===== config.mk =====
export PLATFORM = sky130hd
export DESIGN_NAME = upa_ctrl
export DESIGN_NICKNAME = d
export VERILOG_FILES = /design/src/upa_pkg.sv /design/src/upa_ctrl.sv
export VERILOG_INCLUDE_DIRS = /design/src /design/src/src
export SDC_FILE = /design/constraint.sdc
export NUM_CORES = 1
export LEC_CHECK = 0
export BUFFER_PORTS_ARGS = -buffer_cell sky130_fd_sc_hd__buf_2
export CORE_AREA = 8 8 45 47
export CTS_BUF_LIST = sky130_fd_sc_hd__clkbuf_2 sky130_fd_sc_hd__clkbuf_4 sky130_fd_sc_hd__clkbuf_8
export DETAILED_ROUTE_END_ITERATION = 12
export DIE_AREA = 0 0 53 55
export GPL_ROUTABILITY_DRIVEN = 1
export HOLD_SLACK_MARGIN = 0.03
export PLACE_DENSITY = 0.38
export REMOVE_ABC_BUFFERS = 1
export SLEW_MARGIN = 0
export SYNTH_ARGS = -nofsm -noshare
export SYNTH_HDL_FRONTEND = slang
export SYNTH_SLANG_ARGS = --single-unit

===== constraint.sdc =====
create_clock -name clk -period 1.4 [get_ports clk]
set_input_delay 0.07 -clock clk [delete_from_list [all_inputs] [get_ports clk]]
set_output_delay 0.07 -clock clk [all_outputs]
set_load 0.01 [all_outputs]

===== src/assert_macros.svh =====
// ----------------------------------------------------------------------------
// assert_macros.svh
// Assertion macros shared by the port allocator RTL.
// ----------------------------------------------------------------------------
`ifndef ASSERT_MACROS_SVH
`define ASSERT_MACROS_SVH
`ifndef SYNTHESIS
`define UPA_ASSERT(lbl, clk, rst_n, prop) \
  lbl: assert property (@(posedge clk) disable iff (!rst_n) prop) \
    else $error("port allocator assertion failed");
`define UPA_ASSERT_ALWAYS(lbl, clk, prop) \
  lbl: assert property (@(posedge clk) prop) \
    else $error("port allocator assertion failed");
`else
`define UPA_ASSERT(lbl, clk, rst_n, prop)
`define UPA_ASSERT_ALWAYS(lbl, clk, prop)
`endif
`endif


===== src/upa_pkg.sv =====
// ----------------------------------------------------------------------------
// upa_pkg
// Types and constants of the UDP port allocator.
// ----------------------------------------------------------------------------
`timescale 1ns / 1ps
`default_nettype none

package upa_pkg;

  typedef struct packed {
    logic [1:0]  mode;
    logic [31:0] ip_addr;
    logic [15:0] port;
  } req_t;

  typedef struct packed {
    logic [1:0]  status;
    logic [15:0] granted_port;
  } rsp_t;

  // Request modes.
  localparam logic [1:0] MODE_CLAIM = 2'd0;
  localparam logic [1:0] MODE_EPHEM = 2'd1;
  localparam logic [1:0] MODE_FREE  = 2'd2;
  localparam logic [1:0] MODE_NOP   = 2'd3;

  // Result status codes.
  localparam logic [1:0] ST_OK      = 2'd0;
  localparam logic [1:0] ST_USED    = 2'd1;
  localparam logic [1:0] ST_NO_IF   = 2'd2;
  localparam logic [1:0] ST_EXHAUST = 2'd3;

  // Configuration register indexes.
  localparam logic [2:0] CFG_IFACE_COUNT = 3'd0;
  localparam logic [2:0] CFG_IFACE_ADDR0 = 3'd1;
  localparam logic [2:0] CFG_IFACE_ADDR3 = 3'd4;

  localparam int NUM_ADDR_REGS = 4;
  localparam int CFG_IDX_W     = 3;
  localparam int CFG_DATA_W    = 32;

  // Ephemeral range, in ports and in 64-bit bitmap words.
  localparam logic [15:0] EPH_LOW     = 16'd49152;
  localparam logic [9:0]  EPH_WORD_LO = 10'd768;
  localparam logic [9:0]  EPH_WORD_HI = 10'd1023;
  localparam logic [8:0]  EPH_WORDS   = 9'd256;

  typedef struct packed {
    logic clear;
    logic load_req;
    logic lookup;
    logic read;
    logic advance;
    logic commit;
  } upa_cmd_t;

  typedef struct packed {
    logic clr_last;
    logic skip;
    logic done;
    logic out_free;
  } upa_sts_t;

endpackage

`default_nettype wire


===== src/upa_ctrl.sv =====
// ----------------------------------------------------------------------------
// upa_ctrl
// Sequencer of the port allocator: clearing pass, lookup, bitmap reads and
// result commit.
// ----------------------------------------------------------------------------
`timescale 1ns / 1ps
`default_nettype none
`include "assert_macros.svh"

module upa_ctrl (
  input  wire logic              clk,
  input  wire logic              rst_n,
  input  wire logic              in_valid,
  output logic                   in_stall,
  input  wire upa_pkg::upa_sts_t sts_i,
  output upa_pkg::upa_cmd_t      cmd_o
);
  import upa_pkg::*;

  typedef enum logic [2:0] {
    S_CLEAR,
    S_IDLE,
    S_LOOKUP,
    S_READ,
    S_CHECK
  } state_t;

  state_t state_r;
  state_t state_nxt;

  assign in_stall = (state_r != S_IDLE);

  always_comb begin
    state_nxt        = state_r;
    cmd_o            = '0;
    cmd_o.clear      = (state_r == S_CLEAR);
    cmd_o.load_req   = (state_r == S_IDLE) && in_valid;
    cmd_o.lookup     = (state_r == S_LOOKUP);
    cmd_o.read       = (state_r == S_READ);
    case (state_r)
      S_CLEAR: begin
        if (sts_i.clr_last) state_nxt = S_IDLE;
      end
      S_IDLE: begin
        if (in_valid) state_nxt = S_LOOKUP;
      end
      S_LOOKUP: begin
        state_nxt = sts_i.skip ? S_CHECK : S_READ;
      end
      S_READ: begin
        state_nxt = S_CHECK;
      end
      S_CHECK: begin
        if (sts_i.done) begin
          // The result waits here until the output register can take it.
          if (sts_i.out_free) begin
            cmd_o.commit = 1'b1;
            state_nxt    = S_IDLE;
          end
        end else begin
          cmd_o.advance = 1'b1;
          state_nxt     = S_READ;
        end
      end
      default: state_nxt = S_IDLE;
    endcase
  end

  always_ff @(posedge clk) begin
    if (!rst_n) begin
      state_r <= S_CLEAR;
    end else begin
      state_r <= state_nxt;
    end
  end

  `UPA_ASSERT(a_commit_free, clk, rst_n, cmd_o.commit |-> sts_i.out_free)
  `UPA_ASSERT(a_accept_lookup, clk, rst_n, cmd_o.load_req |=> (state_r == S_LOOKUP))
  `UPA_ASSERT(a_advance_not_done, clk, rst_n, cmd_o.advance |-> !sts_i.done)

endmodule

`default_nettype wire


# --- Yosys cells after proc, flatten, opt, wreduce, memory -nomap -nowiden ---
# Cells that the tools add are included.
word_totals:
  elab_cells: 22
  regBits: 3
  inputBits: 7
op_classes:
  n_mux: 10
  reduce_logical: 3
  eq_ne: 8
ops:
  columns: ["op", "count"]
  rows:
  - ["$mux 3", 5]
  - ["$pmux 3 s5", 1]
  - ["$eq 3x2->1 const B", 2]
  - ["$ne 2x2->1 const B", 2]
  - ["$eq 3x1->1 const B", 1]
  - ["$eq 3x3->1 const B", 1]
  - ["$logic_not 3->1", 1]
  - ["$mux 1", 3]
  - ["$ne 3x1->1 const B", 1]
  - ["$ne 3x3->1 const B", 1]
  - ["$reduce_and 3->1", 1]
  - ["$mux 2", 1]
  - ["$logic_and 1x1->1", 1]

# --- Depth between registers and ports, before layout ---
# Gate-level depths: netlist (run 1).
depth:
  word_depth: 3
  mapped_depth: 4
  ltp_nobuf: 3

# --- Worst setup path after synthesis (run 1) ---
# OpenSTA, ideal clock, no wires.
synth_path:
  kind: "register to register"
  startpoint: "reg state_r[0]"
  endpoint: "reg state_r[1]"
  arrival_time_ns: 1.076
  t_required_ns: 1.314
  path_slack_ns: 0.238
  synth_period_minus_slack_ns: 1.162
  n_path_buf: 1
  path_stages_with_launch: 5
  setup_time_ns: 0.086
  cell_sequence: "dfxtp_1 buf_6 nand2b_4 or3_4 a221oi_2"
synth_between:
  elab_chain_len: 3
synth_rtl:
  columns: ["element", "line", "source"]
  rows:
  - ["from (decl)", "upa_ctrl.sv:28", "state_t state_r;"]
  - ["from (signal assigned)", "upa_ctrl.sv:73", "state_r <= state_nxt;"]
  - ["$eq 3x3->1, or another cell as far along", "upa_ctrl.sv:40", "case (state_r)"]
  - ["$ne 3x3->1 (no line) / $ne 2x2->1 (equally long branches)", null, null]
  - ["$reduce_and 3->1 (no line)", null, null]
# Several ways; a longest one is shown, not always the timed one.
# A chain may end at the register's enable or synchronous reset.

==> results_dict.tcl, run 1 <==
set metrics [dict create \
    worst_r2r_endpoint "state_r[1]" \
    power.share.clock_pct 49.8 \
    nets 58 \
    dr.pass1.iters 1 \
    worst_hold_slack_ns 0.0789 \
    grt_pass1_wl_mm 1.19 \
    drive_above_1_share_pct 46.0 \
    powerDensity_mw_per_mm2 963 \
    power.switching_w 0.0000959 \
    wirelength_um 718 \
    pwr-share-comb_pct 20.6 \
    p_leak_nw 0.182 \
    synthArstFlopShare_pct 0 \
    status "finished, final reports clean" \
    vias 271 \
    crit_required_ns 1.33 \
    cts_setup_buffers 0 \
    yosysUniqueCellTypes 21 \
    core_mm2 0.00138 \
    grt_pass1_vias 266 \
    syn_inst 34 \
    top_register "state_r" \
    swShare_pct 27.4 \
    wire_per_inst_um 10.9 \
    met3_usage_pct 4.81 \
    cts_made_buffers 3 \
    skew_ns 0.00657 \
    yosysMostFrequentCell "nor2_1" \
    p_int_w 0.000255 \
    yosys.area.top_type_share_pct 23.3 \
    grt.total_usage_pct 5.90 \
    final_max_slew_viol_count 0 \
    crit_path_max_incr_delay_ns 0.36 \
    cts_tree "yes" \
    largest_reg_flops 3 \
    ir_drop_mv 0.452 \
    startpoint "state_r[0]" \
    ys_ff_latch 3 \
    criticalPathCategory "reg -> out" \
    rr_worst_depth 3 \
    die_h_um 55 \
    synth_edf_count 0 \
    busiest_layer "met1" \
    tns_ns 0 \
    use_met2_pct 6.05 \
    cp_num_buf_inv 2 \
    rows 14 \
    end_kind "primary output" \
    cts_max_path_buffers 2 \
    htreeDepth 1 \
    n_antenna_cell 0 \
    syn_to_final_growth_pct 41.3 \
    drc 0 \
    antenna_found_initial 0 \
    setup-violations-final 0 \
    ys_top_cells_by_area "dfxtp_1 (23%), nor2_1 (8.7%), a221oi_2 (5.8%), inv_1 (5.8%), nand2b_4 (5.3%)" \
    maxCapViolations 0 \
    rsz0062_at_grt "no" \
    seq_area_frac_synth_pct 23.3 \
    cp_cell_sequence "nand2b_4, or3_4, inv_1, buf_2" \
    r2r_slack_ns 0.24 \
    synthTopCellsByCount "nor2_1 (6), inv_1 (4), dfxtp_1 (3)" \
    reg_top3 "state_r x3" \
    hold_viol 0 \
    cts_sinks 3 \
    postCtsHoldBufs 0 \
    max_freq_ghz 0.754 \
    gp_congestion 0.650 \
    reg2reg_from "state_r[0]" \
    die_area_mm2 0.00292 \
    fp.dieW_um 53 \
    hold_path_class "in -> reg" \
    cp_slowest_cell "dfxtp_2" \
    ant_nets 0 \
    cp.arrival_ns 1.26 \
    cts-root-buf "clkbuf_4" \
    start_util_pct 18.6 \
    yosys_warnings 0 \
    dp_hpwl_um 577 \
    drt-vias-per-instance 4.11 \
    clk_pin_slew_worst_paths_ns 0.04 \
    clk_latency_ns 0.24 \
    relSlewSlack_pct 83.2 \
    ys.flop_type "dfxtp_1" \
    drtIter0Drc 0 \
    grt_max_degree 11 \
    grt-ovfl-total 0 \
    period_needed_ns 1.33 \
    yosys.area.top_type "dfxtp_1" \
    ios 14 \
    port_buffers 13 \
    startpoint_type "register" \
    mappedNetlistArea_um2 258 \
    seqPwrFrac_pct 29.6 \
    crit_fanout 10 \
    worst-path-stages 4 \
    max_slew.worst_pin.slew_ns 0.251 \
    met1_usage_pct 7.12 \
    cp-endpoint "cmd_o[1]" \
    critical_path.top_delay_family "simple AND/OR/NAND/NOR gates" \
    fin_crit_sh_pct 94.7 \
    syn_area_per_cell_um2 7.58 \
]
power by group through the flow:
stage	logic, W	registers (W)	clock network (W)
floorplan	0.0000455	0.000101	0
global placement	0.0000752	0.000105	0
detailed placement	0.0000726	0.000104	0
CTS	0.0000729	0.000103	0.000185
global route	0.0000814	0.000106	0.000192
finish	0.0000720	0.000104	0.000175
metal layers:
layer	wire (µm)	share of wire, %
met1	337	47
met2	280	39
met3	100	14
met4	0	0
met5	0	0
layout by cell type, fill, tap and decap left out, types with 2 or more instances in the layout:
cell type,count
buf_2,13
nor2_1,6
dfxtp_2,2
clkbuf_4,4
a21oi_1,2
nor2b_1,2
nand2_1,2
inv_1,4
how the worst min path moves through the flow:
| stage | cells after the start | to | slack, ns | start |
|---|---|---|---|---|
| detailed placement | 2 | state_r[2] | 0.32 | rst_n |
| finish | 2 | state_r[2] | 0.08 | rst_n |
| CTS | 2 | state_r[2] | 0.07 | rst_n |
| global route | 2 | state_r[2] | 0.08 | rst_n |
| floorplan | 1 | state_r[2] | 0.22 | rst_n |
| global placement | 2 | state_r[2] | 0.32 | rst_n |
per-stage QoR:
step	worst slack, ns	total power (W)	area (µm²)	utilization (%)	instances
floorplan	0.260	0.000147	246	-	33
global placement	0.204	0.000180	332	24.0	62
detailed placement	0.202	0.000177	332	24.0	62
CTS	0.0345	0.000361	363	26.2	66
global route	0.00554	0.000379	364	26.3	66
finish	0.0740	0.000350	364	26.3	66
cell families after synthesis:
family                 Yosys count  share of synthesized area [%]
and+or+nand+nor                 18                           43.7
AOI/OAI and AO/OA                7                           18.9
buffers and inverters            5                           10.2
DFF                              3                           23.3
muxes                            1                           3.88
final cells by class:
class                           instances  area [µm²]
Sequential cell                         3        62.6
Multi-Input combinational cell         26         171
Clock buffer                            4        30.0
Timing Repair Buffer                   13        65.1
Fill cell                             156        1020
Tap cell                               16        20.0
Inverter                                4        15.0
timing repair:
item / in CTS / in global routing
gates resized for setup: 1 / 1
pin swaps: 0 / 0
endpoints found under the setup margin: 1 / 1
Note: power is estimated with default switching activity, not from simulation.
==> run 2, diff against run 1 <==
- RECOVER_POWER: not set -> 50
==> results_dict.tcl, run 2 (synthesis gave the netlist of run 1 again) <==
set metrics [dict create \
    cts_made_buffers 3 \
    clk_latency_ns 0.24 \
    ir_drop_mv 0.452 \
    dpl.cell_count 62 \
    reg2reg_from "state_r[1]" \
    crit_fanout 10 \
    stdcell_count 66 \
    rows 14 \
    top_register "state_r" \
    p_leak_nw 0.180 \
    drive_above_1_share_pct 44.0 \
    max_slew.worst_pin.slew_ns 0.345 \
    htreeDepth 1 \
    n_antenna_cell 0 \
    largest_reg_flops 3 \
    period_needed_ns 1.33 \
    skew_ns 0.00657 \
    fp.dieW_um 53 \
    gp_congestion 0.650 \
    vias 271 \
    syn_to_final_growth_pct 40.8 \
    cts_max_path_buffers 2 \
    grt-ovfl-total 0 \
    crit_required_ns 1.33 \
    startpoint "state_r[0]" \
    final_common_cell "buf_2" \
    setup-violations-final 0 \
    antenna_found_initial 0 \
    status "finished, final reports clean" \
    drt-vias-per-instance 4.11 \
    grt.total_usage_pct 5.90 \
    drtIter0Drc 0 \
    start_util_pct 18.6 \
    dp_hpwl_um 577 \
    ant_nets 0 \
    drc 0 \
    maxCapViolations 0 \
    port_buffers 13 \
    die_h_um 55 \
    reg_top3 "state_r x3" \
    nets 58 \
    end_kind "primary output" \
    wire_per_inst_um 10.9 \
    worst_r2r_endpoint "state_r[0]" \
    worstHoldStart "rst_n" \
    die_area_mm2 0.00292 \
    cts-root-buf "clkbuf_4" \
    final_max_slew_viol_count 0 \
    final_cell_mix "buf_2 (12), nor2_1 (6), inv_1 (4), clkbuf_4 (4)" \
    clk_pin_slew_worst_paths_ns 0.04 \
    grt_max_degree 11 \
    tns_ns 0 \
    dr.pass1.iters 1 \
    powerDensity_mw_per_mm2 963 \
    hold_end "state_r[2]" \
    core_mm2 0.00138 \
    grt_pass1_wl_mm 1.19 \
    ios 14 \
    cts_tree "yes" \
    fin_crit_sh_pct 94.7 \
    whs_path_depth 2 \
    cp.arrival_ns 1.26 \
    criticalPathCategory "reg -> out" \
    hold_viol 0 \
    r2r_slack_ns 0.24 \
    wirelength_um 719 \
    startpoint_type "register" \
    rsz0062_at_grt "no" \
    grt_pass1_vias 266 \
    relSlewSlack_pct 76.8 \
    cts_sinks 3 \
    rr_worst_depth 3 \
    hold_path_class "in -> reg" \
    max_freq_ghz 0.754 \
]
## run 2: changes by cell type in the layout (fill, tap and decap cells not counted), sizes merged
| cell | change |
|---|---|
| clkbuf | +1 |
| buf | -1 |
## run 2: cell type report
cell class                 count  area (µm²)
multi-input combinational     26         171
clock buffer                   4        30.0
tap                           16        20.0
sequential                     3        62.6
timing repair buffer          13        63.8
inverter                       4        15.0
fill                         157        1020
## run 2: critical path: stages, from the launching register on
cell and delay, ns:
dfxtp_2 0.36, nand2b_4 0.15, or3_4 0.33, inv_1 0.06
buf_2 0.12
## run 2: routing by layer
layer	part of all wire (%)	vias to the layer above	GRT usage, %
li1	-	147	-
met3	14	0	4.81
met4	0	0	5.17
met5	0	-	0
met1	47	113	7.12
met2	39	11	6.05
## run 2: timing repair
action                                  4_1_cts  5_1_grt
hold buffers                                  0        0
cloned                                        0        0
endpoints found under the hold margin         0        0
resized for setup                             1        1
endpoints found under the setup margin        1        1
setup buffers                                 0        0
## run 2: stage by stage
stage                     hold WS (ns)  power, W  util (%)  area, µm²  setup WS [ns]
after floorplan                  0.216  0.000147         -        246          0.260
after global placement           0.316  0.000180      24.0        332          0.204
after detailed placement         0.322  0.000177      24.0        332          0.202
after CTS                       0.0702  0.000361      26.2        363         0.0345
after global routing            0.0736  0.000378      26.2        363        0.00554
final                           0.0773  0.000349      26.2        363         0.0740
## run 2: worst max path at each step
stage | slack [ns] | cells after the start | endpoint
3_3_place_gp | 0.20 | 3 | state_r[1]
5_1_grt | 0.006 | 4 | cmd_o[1]
2_1_floorplan | 0.26 | 3 | state_r[1]
4_1_cts | 0.03 | 4 | cmd_o[1]
3_5_place_dp | 0.20 | 3 | state_r[1]
6_report | 0.07 | 4 | cmd_o[1]
## run 2: power by group
part	switching (W)	internal, W
clock	0.0000483	0.000126
sequential	0.0000119	0.0000918
combinational	0.0000357	0.0000352
total	0.0000960	0.000253
